===== config.mk =====
export PLATFORM = sky130hd
export DESIGN_NAME = pepo_div_cell
export DESIGN_NICKNAME = d
export VERILOG_FILES = /design/src/hdl/pepo_pkg.sv /design/src/hdl/pepo_div_cell.sv
export SDC_FILE = /design/constraint.sdc
export NUM_CORES = 1
export LEC_CHECK = 0
export BUFFER_PORTS_ARGS = -buffer_cell sky130_fd_sc_hd__buf_4
export CAP_MARGIN = 10
export CORE_AREA = 4 4 277 279
export DETAILED_ROUTE_END_ITERATION = 7
export DIE_AREA = 0 0 281 283
export PLACE_DENSITY = 0.33
export SYNTH_ARGS = -nofsm -noshare
export SYNTH_HDL_FRONTEND = slang
export SYNTH_SLANG_ARGS = --single-unit

===== constraint.sdc =====
create_clock -name clk -period 5.5 [get_ports clk]
set_clock_uncertainty 0.15 [all_clocks]
set_input_delay 1.1 -clock clk [delete_from_list [all_inputs] [get_ports clk]]
set_output_delay 1.1 -clock clk [all_outputs]
set_load 0.02 [all_outputs]

===== src/hdl/pepo_pkg.sv =====
// ----------------------------------------------------------------------------
// pepo_pkg - shared types and constants of the path edge point offset unit
// Widths, register codes, turn codes, pipeline payload structs, saturation.
// ----------------------------------------------------------------------------
package pepo_pkg;

  localparam int CW   = 32;        // coordinate width
  localparam int FB   = 16;        // fraction bits (format only)
  localparam int UB   = 30;        // fraction bits of cos / sin
  localparam int NREG = 7;
  localparam int IDXW = 3;
  localparam int MW   = CW + 1;    // magnitude of a difference
  localparam int NW   = UB + 1;    // normalized magnitude width
  localparam int RW   = 32;        // root width
  localparam int QW   = UB + 1;    // quotient width
  localparam int PW   = CW + QW;   // product width
  localparam int SW   = CW + 4;    // width of exact sums
  localparam int SQW  = 64;        // square-root working width
  localparam int SQRT_CELLS = 32;
  localparam int DIV_CELLS  = QW;

  localparam logic [IDXW-1:0] REG_FRONT_OFF = 3'd0;
  localparam logic [IDXW-1:0] REG_FRONT_WL  = 3'd1;
  localparam logic [IDXW-1:0] REG_FRONT_WR  = 3'd2;
  localparam logic [IDXW-1:0] REG_REAR_OFF  = 3'd3;
  localparam logic [IDXW-1:0] REG_REAR_WL   = 3'd4;
  localparam logic [IDXW-1:0] REG_REAR_WR   = 3'd5;
  localparam logic [IDXW-1:0] REG_MOUNT_H   = 3'd6;

  localparam logic [1:0] TURN_NONE  = 2'd0;
  localparam logic [1:0] TURN_LEFT  = 2'd1;
  localparam logic [1:0] TURN_RIGHT = 2'd2;

  // per-item data that rides along the pipeline from the deltas stage on
  typedef struct packed {
    logic [CW-1:0] px;
    logic [CW-1:0] py;
    logic [CW-1:0] off;
    logic [CW-1:0] wl;
    logic [CW-1:0] wr;
    logic [CW-1:0] hz;
    logic [1:0]    turn;
    logic          rot;
    logic          sneg;
    logic          dxnz;
  } pl_t;

  typedef struct packed {
    logic [SQW-1:0] n;
    logic [SQW-1:0] res;
    logic [NW-1:0]  a;
    logic [NW-1:0]  b;
  } sq_t;

  typedef struct packed {
    logic [RW-1:0] r;
    logic [RW-1:0] rem_c;
    logic [RW-1:0] rem_s;
    logic [QW-1:0] q_c;
    logic [QW-1:0] q_s;
  } dv_t;

  function automatic logic [CW-1:0] sat(input logic [SW-1:0] v);
    logic [CW-1:0] o;
    if (v[SW-1:CW-1] == {(SW-CW+1){1'b0}} || v[SW-1:CW-1] == {(SW-CW+1){1'b1}}) begin
      o = v[CW-1:0];
    end else if (v[SW-1]) begin
      o = {1'b1, {(CW-1){1'b0}}};
    end else begin
      o = {1'b0, {(CW-1){1'b1}}};
    end
    return o;
  endfunction

endpackage


===== src/hdl/pepo_div_cell.sv =====
// ----------------------------------------------------------------------------
// pepo_div_cell - one quotient bit of the cos and sin divisions
// Restoring step for both quotients against the shared root.
// ----------------------------------------------------------------------------
module pepo_div_cell (
  input  logic          clk,
  input  logic          rst_n,
  input  logic          in_vld,
  input  pepo_pkg::pl_t in_pl,
  input  pepo_pkg::dv_t in_dv,
  input  logic [1:0]    cin,      // [1] into cos remainder, [0] into sin
  output logic          out_vld,
  output pepo_pkg::pl_t out_pl,
  output pepo_pkg::dv_t out_dv
);
  import pepo_pkg::*;

  logic        vld_r;
  pl_t         pl_r;
  dv_t         dv_r, dv_nxt;
  logic [RW:0] t_c, t_s, den;
  logic        ge_c, ge_s;

  always_comb begin
    den    = {1'b0, in_dv.r};
    t_c    = {in_dv.rem_c, cin[1]};
    t_s    = {in_dv.rem_s, cin[0]};
    ge_c   = t_c >= den;
    ge_s   = t_s >= den;
    dv_nxt = in_dv;
    dv_nxt.rem_c = ge_c ? RW'(t_c - den) : t_c[RW-1:0];
    dv_nxt.rem_s = ge_s ? RW'(t_s - den) : t_s[RW-1:0];
    dv_nxt.q_c   = {in_dv.q_c[QW-2:0], ge_c};
    dv_nxt.q_s   = {in_dv.q_s[QW-2:0], ge_s};
  end

  always_ff @(posedge clk) begin
    if (!rst_n) begin
      vld_r <= 1'b0;
    end else begin
      vld_r <= in_vld;
    end
  end

  always_ff @(posedge clk) begin
    pl_r <= in_pl;
    dv_r <= dv_nxt;
  end

  assign out_vld = vld_r;
  assign out_pl  = pl_r;
  assign out_dv  = dv_r;

endmodule


-- Word-level counts from Yosys, hierarchy flattened
Cells that the tools add are included.
- add/sub/neg operators: 2
- $lt $le $gt $ge: 2
- muxes and demuxes: 2
- operators with widths (cell ; count):
    $ge 33x32->1 ; 2
    $mux 32 ; 2
    $sub 32x32->32 ; 2
- flip-flop bits (word level): 356
- input port bits: 360
- output and inout bits: 356
- logic and storage cells: 22

-- Logic depth before layout (Yosys ltp)
- depth after elaboration: 2
- depth in mapped cells: 13
- mapped depth without buffers: 11

-- Least setup slack after synthesis
OpenSTA, ideal clock, no wires.
- path type: input to register
- start: input port in_dv[129] (netlist name)
- end: register dv_r (netlist bit out_dv[119])
- setup time: 0.121 ns
- arrival time: 3.334 ns
- data required time: 5.229 ns
- path slack: 1.895 ns
- cell stages on the path: 12
- path buffers: 2
- cells stage by stage: inv_1 -> ha_1 -> a21o_1 -> a21oi_2 -> a2111o_1 -> nand3_2 -> o211a_4 -> o31ai_4 -> and2_4 -> buf_6 -> buf_8 -> mux2_4
- RTL lines (element ; RTL line ; source):
    start, declared ; pepo_div_cell.sv:10 ; input pepo_pkg::dv_t in_dv,
    end signal, assigned ; pepo_div_cell.sv:47 ; dv_r <= dv_nxt;
    end, declared ; pepo_div_cell.sv:20 ; dv_t dv_r, dv_nxt;

==> tab_implementation.tex <==
\begin{tabular}{lr}
\hline
Metric & Value \\
\hline
\multicolumn{2}{l}{\textbf{Run status}} \\
Outcome & finished, final reports clean \\
\multicolumn{2}{l}{\textbf{Clock network}} \\
Clk Tree Root Cell & sky130\_fd\_sc\_hd\_\_clkbuf\_16 \\
Largest buffer count on any clock path & 3 \\
Clock buffer count from CTS & 48 \\
Clock tree from TritonCTS & yes \\
H-Tree Level Count & 2 \\
Count of cells resized by post-cts repair & 0 \\
Hold-fix buffer count after cts & 0 \\
Num Clock Sinks & roughly 360 \\
Buffers inserted during post-CTS setup optimization & 0 \\
Clock-pin slew reported for the worst setup and hold paths after clock tree synthesis & 0.06 ns \\
\multicolumn{2}{l}{\textbf{Floorplanning}} \\
Die outline height & about 280 µm \\
Die outline area & slightly below 80,000 µm² \\
Floorplan die width & approximately 280 µm \\
Total I/O pin count & around 720 \\
Initial core utilization & roughly 16\% \\
Core footprint & approximately 74,000 µm² \\
Cell row count & 100 \\
\multicolumn{2}{l}{\textbf{Drt}} \\
Starting DRC count in detailed routing & 418 \\
Met3 Wirelength & $\sim$8400 µm \\
Detailed-routed wire length on met2 & slightly below 40,000 µm \\
First drt pass iteration count & 4 \\
Number of vias per cell & 3.81 \\
DR DRC count & 0 \\
Detailed-route via count & roughly 11,000 \\
Final antenna-violating net count & 0 \\
Total Routed Length & about 76,000 µm \\
Routed wire length per instance & $\sim$28 µm \\
Length of routed wiring on met1 & around 26,000 µm \\
Highest routed layer & met5 \\
\multicolumn{2}{l}{\textbf{Synth}} \\
Leading cell types by count after synthesis & sky130\_fd\_sc\_hd\_\_dfxtp\_1 (356), sky130\_fd\_sc\_hd\_\_nand2\_1 (69), sky130\_fd\_sc\_hd\_\_ha\_1 (64) \\
Top area cells in the synthesized netlist & sky130\_fd\_sc\_hd\_\_dfxtp\_1 (61\%), sky130\_fd\_sc\_hd\_\_ha\_1 (6.9\%), sky130\_fd\_sc\_hd\_\_mux2\_4 (3.2\%) \\
Most frequently used flop master after synthesis & sky130\_fd\_sc\_hd\_\_dfxtp\_1 \\
Distinct cell type count after synthesis & 67 \\
Post-synth top area cell & sky130\_fd\_sc\_hd\_\_dfxtp\_1 \\
Post-synthesis sequential area ratio & 61.1\% \\
Yosys warns & 0 \\
Async set-reset flop share out of synthesis & 0\% \\
Portion of synthesized cell area occupied by the leading cell type & 61.1\% \\
EDFF count, synth & 0 \\
Synthesized cell area & 11,700 µm² \\
Cells after synthesis & roughly 1,000 \\
Yosys reg bits & roughly 360 \\
Count leader, synth & sky130\_fd\_sc\_hd\_\_dfxtp\_1 \\
Mean instance size in the synthesized netlist & $\sim$12 µm² \\
Number of nets produced by synthesis & approximately 1,400 \\
\multicolumn{2}{l}{\textbf{Worst setup path}} \\
Category of the most critical setup path & input port to flop \\
Nature of the critical path endpoint & flop \\
Data required, critical path & between 5 and 6 ns \\
Timing startpoint of the critical path & in\_dv[129] \\
Largest fanout on the critical path & 33 \\
Worst endpoint data arrival time & around 4.2 ns \\
Critical Path Source Type & input port \\
\multicolumn{2}{l}{\textbf{Placement}} \\
IO buf count & just over 700 \\
Worst setup slack before clock tree synthesis & approximately 0.93 ns \\
DP HPWL & roughly 66,000 µm \\
Area after detailed placement & around 18,000 µm² \\
Weighted congestion reported at the end of routability-driven placement & between 0.8 and 0.9 \\
\multicolumn{2}{l}{\textbf{Global routing}} \\
Antenna violations before repair & 36 \\
Grt total ovfl & 0 \\
Vias in the first global route & roughly 11,000 \\
Global-route wire length before repair & about 99,000 µm \\
Maximum number of pins on one net before global-route repair & 42 \\
GRT Total Usage & between 10\% and 20\% \\
\multicolumn{2}{l}{\textbf{Timing}} \\
Final min period & approximately 3.9 ns \\
Setup repair after global routing missed its margin & no \\
Final setup vio count & 0 \\
Tightest slew margin relative to the limit & 55.3\% \\
Final max-slew violation count & 0 \\
Highest clock rate & about 0.26 GHz \\
Min Hold Slack & approximately 0.46 ns \\
Fin worst setup slack & between 1.5 and 2 ns \\
Slew of the pin with the lowest slew margin & approximately 0.67 ns \\
Number of endpoints with negative hold slack in the final report & 0 \\
Final total negative setup slack & 0 ns \\
Post-route fraction of the period consumed by the critical path & 70.7\% \\
\multicolumn{2}{l}{\textbf{Layout}} \\
Area growth syn-to-layout & 69.3\% \\
Number of nets in the final layout & approximately 2,200 \\
Fraction of final layout cells sized beyond drive strength 1 & between 40\% and 50\% \\
Final non-filler cell area & 19,700 µm² \\
\multicolumn{2}{l}{\textbf{Pwr}} \\
Power density over the cells & about 380 nW/µm² \\
Final Total Pwr & about 7.6 mW \\
Worst supply voltage drop on vdd & 189 µV \\
Leakage & around 9.4 nW \\
\multicolumn{2}{l}{\textbf{Job}} \\
Max-cap violations & 0 \\
\multicolumn{2}{l}{\textbf{Hold path}} \\
Tightest Hold Check Type & input port to flop \\
Worst hold start & in\_dv[46] \\
\hline
\end{tabular}
==> power breakdown <==
group	internal, mW	switching [mW]	leakage, nW
sequential	2.80	0.0680	3.00
combinational	0.689	0.884	5.60
clock	1.89	1.26	0.761
total	5.38	2.21	9.37
==> worst max-delay path: stages <==
cell	delay, ns
sky130_fd_sc_hd__buf_4	0.11
sky130_fd_sc_hd__inv_1	0.14
sky130_fd_sc_hd__ha_1	0.32
sky130_fd_sc_hd__a21o_1	0.21
sky130_fd_sc_hd__a21oi_2	0.18
sky130_fd_sc_hd__a2111o_1	0.19
sky130_fd_sc_hd__nand3_2	0.19
sky130_fd_sc_hd__o211a_4	0.31
sky130_fd_sc_hd__o31ai_4	0.36
sky130_fd_sc_hd__and2_4	0.65
sky130_fd_sc_hd__mux2_2	0.40
==> cells by family (layout without fill, tap and decap cells) <==
group	Yosys count	in the layout	synth area share [%]
flops	356	356	61.1
compound gates	225	225	12.8
simple gates	199	199	8.30
buf+inv	80	863	3.11
fa+ha+maj	66	66	7.21
xor+xnor	51	51	3.83
mux	29	29	3.60
other cells	0	9	0
==> worst paths after layout <==
check / to / depth (start not counted)
setup / recovery: out_dv[96] / 11
hold / removal: out_dv[47] / 1
==> stage by stage <==
step | util (%) | std cells
6_report | 26.6 | 2767
5_1_grt | 26.6 | 2758
4_1_cts | 26.6 | 2758
3_5_place_dp | 24.5 | 2676
3_3_place_gp | 24.5 | 2676
2_1_floorplan | - | 1006
==> cell usage in the layout, fill, tap and decap left out, types with 26 or more instances in the layout <==
master / instances
sky130_fd_sc_hd__xnor2_1: 26
sky130_fd_sc_hd__nor2_1: 37
sky130_fd_sc_hd__a21oi_1: 60
sky130_fd_sc_hd__a21o_1: 28
sky130_fd_sc_hd__inv_1: 59
sky130_fd_sc_hd__nand2_1: 69
sky130_fd_sc_hd__ha_1: 64
sky130_fd_sc_hd__clkbuf_16: 49
sky130_fd_sc_hd__dfxtp_1: 356
sky130_fd_sc_hd__o21ai_0: 55
sky130_fd_sc_hd__buf_4: 721
==> cell type report <==
class / instances / area [µm²]
diodes: 9 / 22.5
clock buffers: 65 / 1340
inverters: 60 / 225
clock inverters: 17 / 230
fillers: 7996 / 54500
multi-input cells: 570 / 4170
well taps: 969 / 1210
repair buffers: 721 / 5410
flip-flops and latches: 356 / 7130
==> flip-flops by register name, indices dropped and copies added, names as in the netlist <==
name	flops
out_pl	197
out_vld	1
out_dv	158
==> per-layer routing <==
layer / up-vias / GRT usage (%)
li1: 5011 / -
met4: 48 / 5.95
met1: 4965 / 17.4
met3: 126 / 9.41
met5: - / 0
met2: 400 / 34.0
(Power assumes the default switching activity.)
