===== src/hdl/pepo_pkg.sv =====
// ----------------------------------------------------------------------------
// pepo_pkg - shared types and constants of the path edge point offset unit
// Widths, register codes, turn codes, pipeline payload structs, saturation.
// ----------------------------------------------------------------------------
package pepo_pkg;

  localparam int CW   = 32;        // coordinate width
  localparam int FB   = 16;        // fraction bits (format only)
  localparam int UB   = 30;        // fraction bits of cos / sin
  localparam int NREG = 7;
  localparam int IDXW = 3;
  localparam int MW   = CW + 1;    // magnitude of a difference
  localparam int NW   = UB + 1;    // normalized magnitude width
  localparam int RW   = 32;        // root width
  localparam int QW   = UB + 1;    // quotient width
  localparam int PW   = CW + QW;   // product width
  localparam int SW   = CW + 4;    // width of exact sums
  localparam int SQW  = 64;        // square-root working width
  localparam int SQRT_CELLS = 32;
  localparam int DIV_CELLS  = QW;

  localparam logic [IDXW-1:0] REG_FRONT_OFF = 3'd0;
  localparam logic [IDXW-1:0] REG_FRONT_WL  = 3'd1;
  localparam logic [IDXW-1:0] REG_FRONT_WR  = 3'd2;
  localparam logic [IDXW-1:0] REG_REAR_OFF  = 3'd3;
  localparam logic [IDXW-1:0] REG_REAR_WL   = 3'd4;
  localparam logic [IDXW-1:0] REG_REAR_WR   = 3'd5;
  localparam logic [IDXW-1:0] REG_MOUNT_H   = 3'd6;

  localparam logic [1:0] TURN_NONE  = 2'd0;
  localparam logic [1:0] TURN_LEFT  = 2'd1;
  localparam logic [1:0] TURN_RIGHT = 2'd2;

  // per-item data that rides along the pipeline from the deltas stage on
  typedef struct packed {
    logic [CW-1:0] px;
    logic [CW-1:0] py;
    logic [CW-1:0] off;
    logic [CW-1:0] wl;
    logic [CW-1:0] wr;
    logic [CW-1:0] hz;
    logic [1:0]    turn;
    logic          rot;
    logic          sneg;
    logic          dxnz;
  } pl_t;

  typedef struct packed {
    logic [SQW-1:0] n;
    logic [SQW-1:0] res;
    logic [NW-1:0]  a;
    logic [NW-1:0]  b;
  } sq_t;

  typedef struct packed {
    logic [RW-1:0] r;
    logic [RW-1:0] rem_c;
    logic [RW-1:0] rem_s;
    logic [QW-1:0] q_c;
    logic [QW-1:0] q_s;
  } dv_t;

  function automatic logic [CW-1:0] sat(input logic [SW-1:0] v);
    logic [CW-1:0] o;
    if (v[SW-1:CW-1] == {(SW-CW+1){1'b0}} || v[SW-1:CW-1] == {(SW-CW+1){1'b1}}) begin
      o = v[CW-1:0];
    end else if (v[SW-1]) begin
      o = {1'b1, {(CW-1){1'b0}}};
    end else begin
      o = {1'b0, {(CW-1){1'b1}}};
    end
    return o;
  endfunction

endpackage


===== src/hdl/pepo_sqrt_cell.sv =====
// ----------------------------------------------------------------------------
// pepo_sqrt_cell - one bit step of the integer square root
// Trial-subtracts one root bit and hands remainder and root to the next cell.
// ----------------------------------------------------------------------------
module pepo_sqrt_cell (
  input  logic                   clk,
  input  logic                   rst_n,
  input  logic                   in_vld,
  input  pepo_pkg::pl_t          in_pl,
  input  pepo_pkg::sq_t          in_sq,
  input  logic [pepo_pkg::SQW-1:0] bit_val,
  output logic                   out_vld,
  output pepo_pkg::pl_t          out_pl,
  output pepo_pkg::sq_t          out_sq
);
  import pepo_pkg::*;

  logic          vld_r;
  pl_t           pl_r;
  sq_t           sq_r, sq_nxt;
  logic [SQW-1:0] trial;

  always_comb begin
    trial  = in_sq.res + bit_val;
    sq_nxt = in_sq;
    if (in_sq.n >= trial) begin
      sq_nxt.n   = in_sq.n - trial;
      sq_nxt.res = (in_sq.res >> 1) + bit_val;
    end else begin
      sq_nxt.res = in_sq.res >> 1;
    end
  end

  always_ff @(posedge clk) begin
    if (!rst_n) begin
      vld_r <= 1'b0;
    end else begin
      vld_r <= in_vld;
    end
  end

  always_ff @(posedge clk) begin
    pl_r <= in_pl;
    sq_r <= sq_nxt;
  end

  assign out_vld = vld_r;
  assign out_pl  = pl_r;
  assign out_sq  = sq_r;

endmodule


===== config.mk =====
export PLATFORM = sky130hd
export DESIGN_NAME = pepo_sqrt_cell
export DESIGN_NICKNAME = d
export VERILOG_FILES = /design/src/hdl/pepo_pkg.sv /design/src/hdl/pepo_sqrt_cell.sv
export SDC_FILE = /design/constraint.sdc
export NUM_CORES = 1
export LEC_CHECK = 0
export ABC_CLOCK_PERIOD_IN_PS = 6200
export BUFFER_PORTS_ARGS = -buffer_cell sky130_fd_sc_hd__buf_2
export CORE_AREA = 4 4 324 326
export CTS_BUF_LIST = sky130_fd_sc_hd__clkbuf_8
export CTS_CLUSTER_SIZE = 14
export DETAILED_ROUTE_END_ITERATION = 16
export DIE_AREA = 0 0 328 330
export PLACE_DENSITY = 0.49
export SETUP_SLACK_MARGIN = 0.4
export SLEW_MARGIN = 15
export SYNTH_ARGS = -nofsm -noshare
export SYNTH_HDL_FRONTEND = slang
export SYNTH_SLANG_ARGS = --single-unit

===== constraint.sdc =====
create_clock -name clk -period 6.2 [get_ports clk]
set_input_delay 0.62 -clock clk [delete_from_list [all_inputs] [get_ports clk]]
set_output_delay 0.62 -clock clk [all_outputs]
set_load 0.01 [all_outputs]

# ---- Word level (Yosys, flattened, before mapping)
# Index checks and enable logic that the tools add are counted.
dict set report op_classes {
  n_addsub 3
  n_mul 0
  n_div 0
  magnitude_cmp 1
  eq_ne 0
  shift 0
  n_mux 2
  bitwise_logic 0
  n_reduce_logical 0
}
# op n
set op_table {}
lappend op_table {{63-bit by 64-bit adder with 64-bit output} 1}
lappend op_table {{64-bit adder} 1}
lappend op_table {{64-bit >= comparator} 1}
lappend op_table {{64-bit 2-to-1 mux} 1}
lappend op_table {{64-bit subtractor} 1}
lappend op_table {{63-bit 2-to-1 mux} 1}
dict set report word_totals {
  ff_bits 388
  latchBits 0
  ram_bits 0
  romBits 0
  out_inout_bits 388
  wordCells 22
  n_memories 0
}

# ---- Depth between registers and ports, before layout
# Gate-level depths: netlist of run 1.
dict set report depth {
  depth_word 3
  depth_mapped 30
  mapped_depth_nobuf 27
}

# ---- Worst setup path before layout of run 1
# OpenSTA, ideal clock, no wires.
dict set report synth_timing {
  kind {in2reg}
  start {input in_sq[68] (netlist bit)}
  end {register sq_r, in the netlist out_sq[127]}
  setup_ns 0.121
  t_arrival_ns 5.686
  required_time_ns 6.079
  slack_ns 0.393
  path_stages 27
  n_path_buf 5
  cell_sequence {ha_1 -> buf_6 -> a2111oi_4 -> o21ai_2 -> and4bb_4 -> or3_2 -> a21o_1 -> a21oi_1 -> o21ai_0 -> nand4_1 -> a31oi_1 -> xnor2_1 -> ha_1 -> clkbuf_1 -> a21o_1 -> a21o_1 -> a21oi_1 -> o21ai_0 -> a21o_1 -> a21oi_1 -> o21ai_0 -> a211oi_1 -> o21a_1 -> buf_4 -> buf_4 -> buf_4 -> mux2_2}
}
# element line_no
set synth_rtl {}
lappend synth_rtl {{start: declaration} pepo_sqrt_cell.sv:10} ;# input pepo_pkg::sq_t in_sq,
lappend synth_rtl {{end signal: assignment} pepo_sqrt_cell.sv:44} ;# sq_r <= sq_nxt;
lappend synth_rtl {{end: declaration} pepo_sqrt_cell.sv:20} ;# sq_t sq_r, sq_nxt;

==> flow_summary_export.csv, run 1 <==
group,metric,value,unit
outcome,status,"finished clean",
placement,gp_congestion,0.892,
detailed_routing,drc_errors,0,
placement,dp_cells,4451,
grt,first_global_vias,21600,
cts,cts.sinks,388,
sta,max_slew.worst_pin.slew,1.10,ns
synth,netlist_area,20000,µm²
cts,htreeDepth,3,
power,p_per_area,330,nW/µm²
final_layout,nets,4047,
synth,synth-edff-count,0,
cts,cts_tree,"done",
sta,hold-worst-slack,0.0925,ns
grt,overflow,0,
power,ir_worst_vdd,145,µV
final_layout,drive_gt1_share,31.6,%
final_layout,syn_to_final_growth,52.0,%
placement,dp_hpwl,106,mm
critical_path,arrival,6.06,ns
floorplanning,die_h,330,µm
floorplanning,initial_core_util,19.6,%
critical_path,startpoint_type,"input pin",
sta,max_freq,0.182,GHz
floorplanning,die_w,328,µm
synth,synth_seq_cells,388,
critical_path,cp.required,6.77,ns
sta,maxSlewHeadroom,26.2,%
synth,synth_cell_types,84,
synth,syn_nets,2907,
sta,setup_viol,0,
worst_hold_path,holdCritPathClass,"in -> reg",
final_layout,nFillCells,11000,
critical_path,worstSetupPathType,"in -> reg",
power,p_leak,0.0146,µW
floorplanning,io_pins,842,
grt,antenna_found_initial,62,
cts,cts_buffer_depth,3,
floorplanning,std_cell_rows,117,
worst_hold_path,min_to,"out_sq[19]",
worst_hold_path,hp-start,"in_sq[19]",
detailed_routing,routedWlPerCell,25.6,µm
cts,cts_root_buf,"clkbuf_8",
grt,grt_pass1_wl,167,mm
detailed_routing,viasPerCell,4.45,
sta,setup_tns,0,ns
detailed_routing,routed_wirelength,124,mm
detailed_routing,vias,21600,
grt,track_usage,21.9,%
synth,avgSynthCellArea,8.84,µm²
floorplanning,die-area,108000,µm²
placement,port_buffers,841,
sta,fin_crit_sh,88.5,%
flow_run,cap_violations,0,
critical_path,worstPathMaxFanout,24,
sta,hold_viol,0,
final_layout,finalNonFillerCells,4849,
synth,async_reset_ff_share,0,%
detailed_routing,firstDrtPassIters,5,
synth,synthCells,2260,
floorplanning,core,102000,µm²
cts,cts_buffers,77,
sta,finalWorstPathRequiredPeriod,5.49,ns
detailed_routing,drtIter0Drc,1273,
synth,yosysSeqAreaShare,38.9,%
critical_path,end_kind,"register",
cts,clk_pin_slew,0.06,ns
sta,rsz0062_at_grt,"false",
worst_hold_path,holdPathStages,1,
synth,ys.flop_type,"dfxtp_1",
synth,yosysWarningCount,0,
grt,grt_max_degree,41,
detailed_routing,ant_nets,0,
sta,slew_violations,0,
[power breakdown]
part,switching (µW),total (µW),leakage [µW],internal (µW)
logic,2330,3910,0.0104,1580
clock network,1270,3010,0.000972,1750
registers,154,3090,0.00327,2930
[flip-flops by register name, indices dropped and copies added (netlist names)]
register,cells
out_pl,197
out_sq,190
out_vld,1
[cell usage after synthesis (8+ instances only)]
library cell | number | area, µm²
clkbuf_1 | 79 | 297
o31ai_1 | 8 | 60.1
nand2b_1 | 14 | 87.6
o21ai_0 | 188 | 941
a21o_1 | 144 | 1080
o211ai_1 | 8 | 60.1
nand3_1 | 42 | 210
nor3_1 | 36 | 180
a31oi_1 | 22 | 138
nand2_1 | 251 | 942
xnor2_1 | 92 | 806
o21bai_1 | 32 | 240
nor2_1 | 118 | 443
inv_1 | 45 | 169
o21a_1 | 22 | 165
a21oi_1 | 220 | 1100
nor2b_1 | 18 | 113
nand4_1 | 51 | 319
a211o_1 | 9 | 78.8
and3_1 | 16 | 100
buf_2 | 15 | 75.1
and2_1 | 10 | 62.6
ha_1 | 190 | 2380
dfxtp_1 | 388 | 7770
xor2_1 | 90 | 788
[cell families (layout without fill, tap and decap cells)]
| family | after synthesis | in the layout | synth area share, % |
|---|---|---|---|
| compound gates | 748 | 748 | 23.8 |
| mux | 5 | 5 | 0.269 |
| flops | 388 | 388 | 38.9 |
| fa+ha+maj | 193 | 193 | 12.2 |
| buf+inv | 145 | 1345 | 2.91 |
| simple gates | 599 | 599 | 14.0 |
| xor+xnor | 182 | 182 | 7.98 |
| other cells | 0 | 21 | 0 |
[final cells by class]
type / instances / area [µm²] / area share (%)
clock inverter: 35 / 319 / 1.05
clock buffer: 104 / 1430 / 4.71
inverter: 45 / 169 / 0.556
antenna: 21 / 52.6 / 0.173
tap: 1368 / 1710 / 5.64
multi-input combinational: 1727 / 11700 / 38.4
timing repair buffer: 1161 / 7260 / 23.9
sequential: 388 / 7770 / 25.6
[what timing repair did]
item,in CTS,in global routing
buffers inserted,0,2
gates resized for setup,0,5
endpoints found under the hold margin,236,0
endpoints found under the setup margin,0,65
hold buffers,236,0
[how the worst max path moves through the flow]
stage	startpoint	end	slack, ns	cells after the start
after floorplan	in_sq[68]	out_sq[127]	0.43	27
after global placement	in_sq[62]	out_sq[181]	-0.02	25
after detailed placement	in_sq[68]	out_sq[111]	0.004	23
after CTS	in_sq[68]	out_sq[111]	0.72	23
after global routing	bit_val[0]	out_sq[113]	0.40	26
final	in_sq[68]	out_sq[124]	0.71	25
[per-stage QoR]
step	power, µW	setup slack (ns)	utilization [%]	instance area, µm²
floorplan	5190	0.430	-	20000
global placement	6930	-0.0170	25.7	26200
detailed placement	6920	0.00384	25.7	26200
CTS	10200	0.719	29.8	30300
global route	10600	0.403	29.8	30300
finish	10000	0.712	29.9	30400
[critical path: stages]
cell and delay (ns):
buf_2 0.12, ha_1 0.35, a2111oi_4 0.39, o21ai_2 0.14
and4bb_4 0.25, o311ai_4 0.33, nor2_2 0.10, o311ai_4 0.39
nand3_2 0.19, a311oi_4 0.41, buf_4 0.19, o211ai_1 0.19
a21oi_1 0.22, xor2_1 0.10, ha_1 0.32, and2_1 0.18
nand2_1 0.10, nor2_1 0.16, nand4_1 0.09, a221o_1 0.29
o21a_4 0.26, inv_1 0.17, buf_12 0.20, o21ai_0 0.09
a311oi_1 0.19
[cells in the final DEF (no fill, tap or decap), drive strengths merged, types with 9 or more instances in the layout]
master         n
o21ai        196
xnor2         92
clkbuf       104
and3          16
o21a          22
nand2        251
a31oi         22
nor2         120
nand4         51
buf          925
a21o         146
nor3          36
a211o          9
ha           190
and2          10
clkinv         9
nor2b         18
dlygate4sd3  236
inv           65
dfxtp        388
nand3         43
o21bai        32
nand2b        14
diode         21
a21oi        222
xor2          90
[per-layer routing]
layer | wire length, µm | vias up | track usage [%] | part of all wire [%]
met1 | 47200 | 10200 | 24.0 | 38
li1 | - | 10400 | - | -
met2 | 62700 | 761 | 40.0 | 51
met5 | 174 | - | 0 | 0.14
met4 | 4790 | 26 | 8.03 | 3.9
met3 | 9140 | 220 | 6.32 | 7.4
(Power assumes the default switching activity.)
==> inputs of run 2 (changes only) <==
Settings changed: CORE_AREA 4 4 324 326 to 4 4 328 330, CTS_BUF_LIST sky130_fd_sc_hd__clkbuf_8 to sky130_fd_sc_hd__clkbuf_4 sky130_fd_sc_hd__clkbuf_8 sky130_fd_sc_hd__clkbuf_16, CTS_CLUSTER_DIAMETER set to 80, DIE_AREA 0 0 328 330 to 0 0 332 334, PLACE_DENSITY 0.49 to 0.48, REMOVE_ABC_BUFFERS set to 1.
==> run 2 against run 1 <==
Critical path depth fell by 1. Global-route usage decreased by 2.6 points. Critical path type unchanged. Clock power shrank 12%. Critical endpoint is now out_sq[181]. Sequential share of layout area up 2.4 points. Final cell count down 5.8%. Sequential power is essentially flat.
==> flow_summary_export.csv, run 2 (synthesized netlist as in run 1, its figures left out) <==
group,metric,value,unit
outcome,status,"finished clean",
detailed_routing,drtIter0Drc,985,
placement,gp_congestion,0.929,
sta,maxSlewHeadroom,45.1,%
sta,setup_ws,0.685,ns
grt,first_global_vias,19800,
final_layout,largest_register_ffs,197,
grt,overflow,0,
cts,cts_buffers,43,
detailed_routing,vias,20300,
sta,hold-worst-slack,0.111,ns
grt,grt_max_degree,42,
critical_path,startpoint_type,"input pin",
sta,max_freq,0.181,GHz
flow_run,cap_violations,0,
floorplanning,die_w,332,µm
grt,antenna_found_initial,75,
final_layout,nFillCells,11500,
detailed_routing,routedWlPerCell,24.8,µm
grt,grt_pass1_wl,153,mm
floorplanning,core,105000,µm²
cts,htreeDepth,2,
floorplanning,die-area,111000,µm²
floorplanning,die_h,334,µm
sta,max_slew.worst_pin.slew,0.817,ns
power,p_leak,0.0134,µW
sta,hold_viol,0,
sta,setup_viol,0,
floorplanning,std_cell_rows,119,
final_layout,nets,3783,
final_layout,final_common_cell,"buf_2",
grt,track_usage,19.3,%
critical_path,cp.required,6.68,ns
detailed_routing,routed_wirelength,113,mm
cts,cts_tree,"done",
critical_path,worstSetupPathType,"in -> reg",
critical_path,worstPathMaxFanout,22,
final_layout,utilization,26.4,%
detailed_routing,firstDrtPassIters,5,
worst_hold_path,holdCritPathClass,"in -> reg",
cts,clk_pin_slew,0.07,ns
cts,cts_root_buf,"clkbuf_16",
worst_hold_path,hp-start,"in_pl[67]",
final_layout,syn_to_final_growth,38.7,%
critical_path,end_kind,"register",
final_layout,final_cell_mix,"buf_2 (841), dfxtp_1 (388), nand2_1 (251)",
placement,port_buffers,841,
sta,fin_crit_sh,88.9,%
detailed_routing,drc_errors,0,
power,p_per_area,343,nW/µm²
power,power.total,9510,µW
cts,cts.sinks,388,
detailed_routing,viasPerCell,4.45,
sta,slew_violations,0,
critical_path,arrival,6.00,ns
floorplanning,io_pins,842,
sta,finalWorstPathRequiredPeriod,5.51,ns
cts,cts_buffer_depth,3,
final_layout,drive_gt1_share,33.2,%
sta,rsz0062_at_grt,"false",
placement,dp_hpwl,98.4,mm
placement,pre_cts_slack,-0.103,ns
floorplanning,initial_core_util,19.1,%
critical_path,crit_start,"in_sq[77]",
detailed_routing,ant_nets,0,
power,ir_worst_vdd,215,µV
run 2: per-layer routing:
layer	vias to the layer above	wire length, µm	GRT usage, %	share of wire [%]
li1	9903	-	-	-
met3	178	6770	4.33	6.0
met2	714	56500	34.6	50
met4	26	4220	6.70	3.7
met1	9504	45600	22.5	40
met5	-	167	0	0.15
run 2: area by class of cell:
class                      instances  area, µm²  share of cell area (%)
clock inverter                    18        229                   0.826
timing repair buffer             931       4920                    17.8
sequential                       388       7770                    28.0
multi-input combinational       1727      11700                    42.1
clock buffer                      47       1150                    4.16
inverter                          45        169                   0.609
antenna                           22       55.1                   0.199
tap                             1391       1740                    6.28
run 2: worst paths after layout:
| path | to | slack [ns] | cells after the start |
|---|---|---|---|
| worst max-delay path | out_sq[181] | 0.69 | 24 |
| worst min-delay path | out_pl[67] | 0.11 | 1 |
run 2: critical path, stage by stage:
cell,delay (ns)
buf_2,0.14
ha_1,0.34
a21o_1,0.22
a31oi_1,0.28
o211ai_1,0.18
or3_1,0.37
o21ai_1,0.27
buf_4,0.20
o21ai_1,0.12
o2bb2ai_1,0.20
nand4bb_1,0.27
a311oi_1,0.30
nor2_1,0.14
a31oi_1,0.22
xor2_1,0.30
ha_1,0.22
nand2_1,0.12
nor2_2,0.18
nand4_1,0.10
a221o_1,0.28
o21a_4,0.27
buf_4,0.22
a2111oi_1,0.35
nor3_1,0.09
run 2: through the flow:
| stage | instance area [µm²] | TNS (ns) | cells |
|---|---|---|---|
| after floorplan | 19600 | -337.63 | 2160 |
| after global placement | 26200 | -0.865 | 4478 |
| after CTS | 27600 | 0 | 4543 |
| after detailed placement | 26200 | -0.853 | 4478 |
| final | 27700 | 0 | 4569 |
| after global routing | 27700 | 0 | 4558 |
run 2: where the power goes:
| part | total (µW) | switching (µW) | leakage, µW | internal (µW) |
|---|---|---|---|---|
| logic | 3780 | 2280 | 0.00943 | 1500 |
| clock network | 2650 | 1210 | 0.000672 | 1440 |
| registers | 3090 | 157 | 0.00327 | 2930 |
run 2: timing repair:
action,CTS,global route
endpoints found under the setup margin,0,126
hold buffers,0,0
buffers inserted,0,4
gates resized for setup,0,15
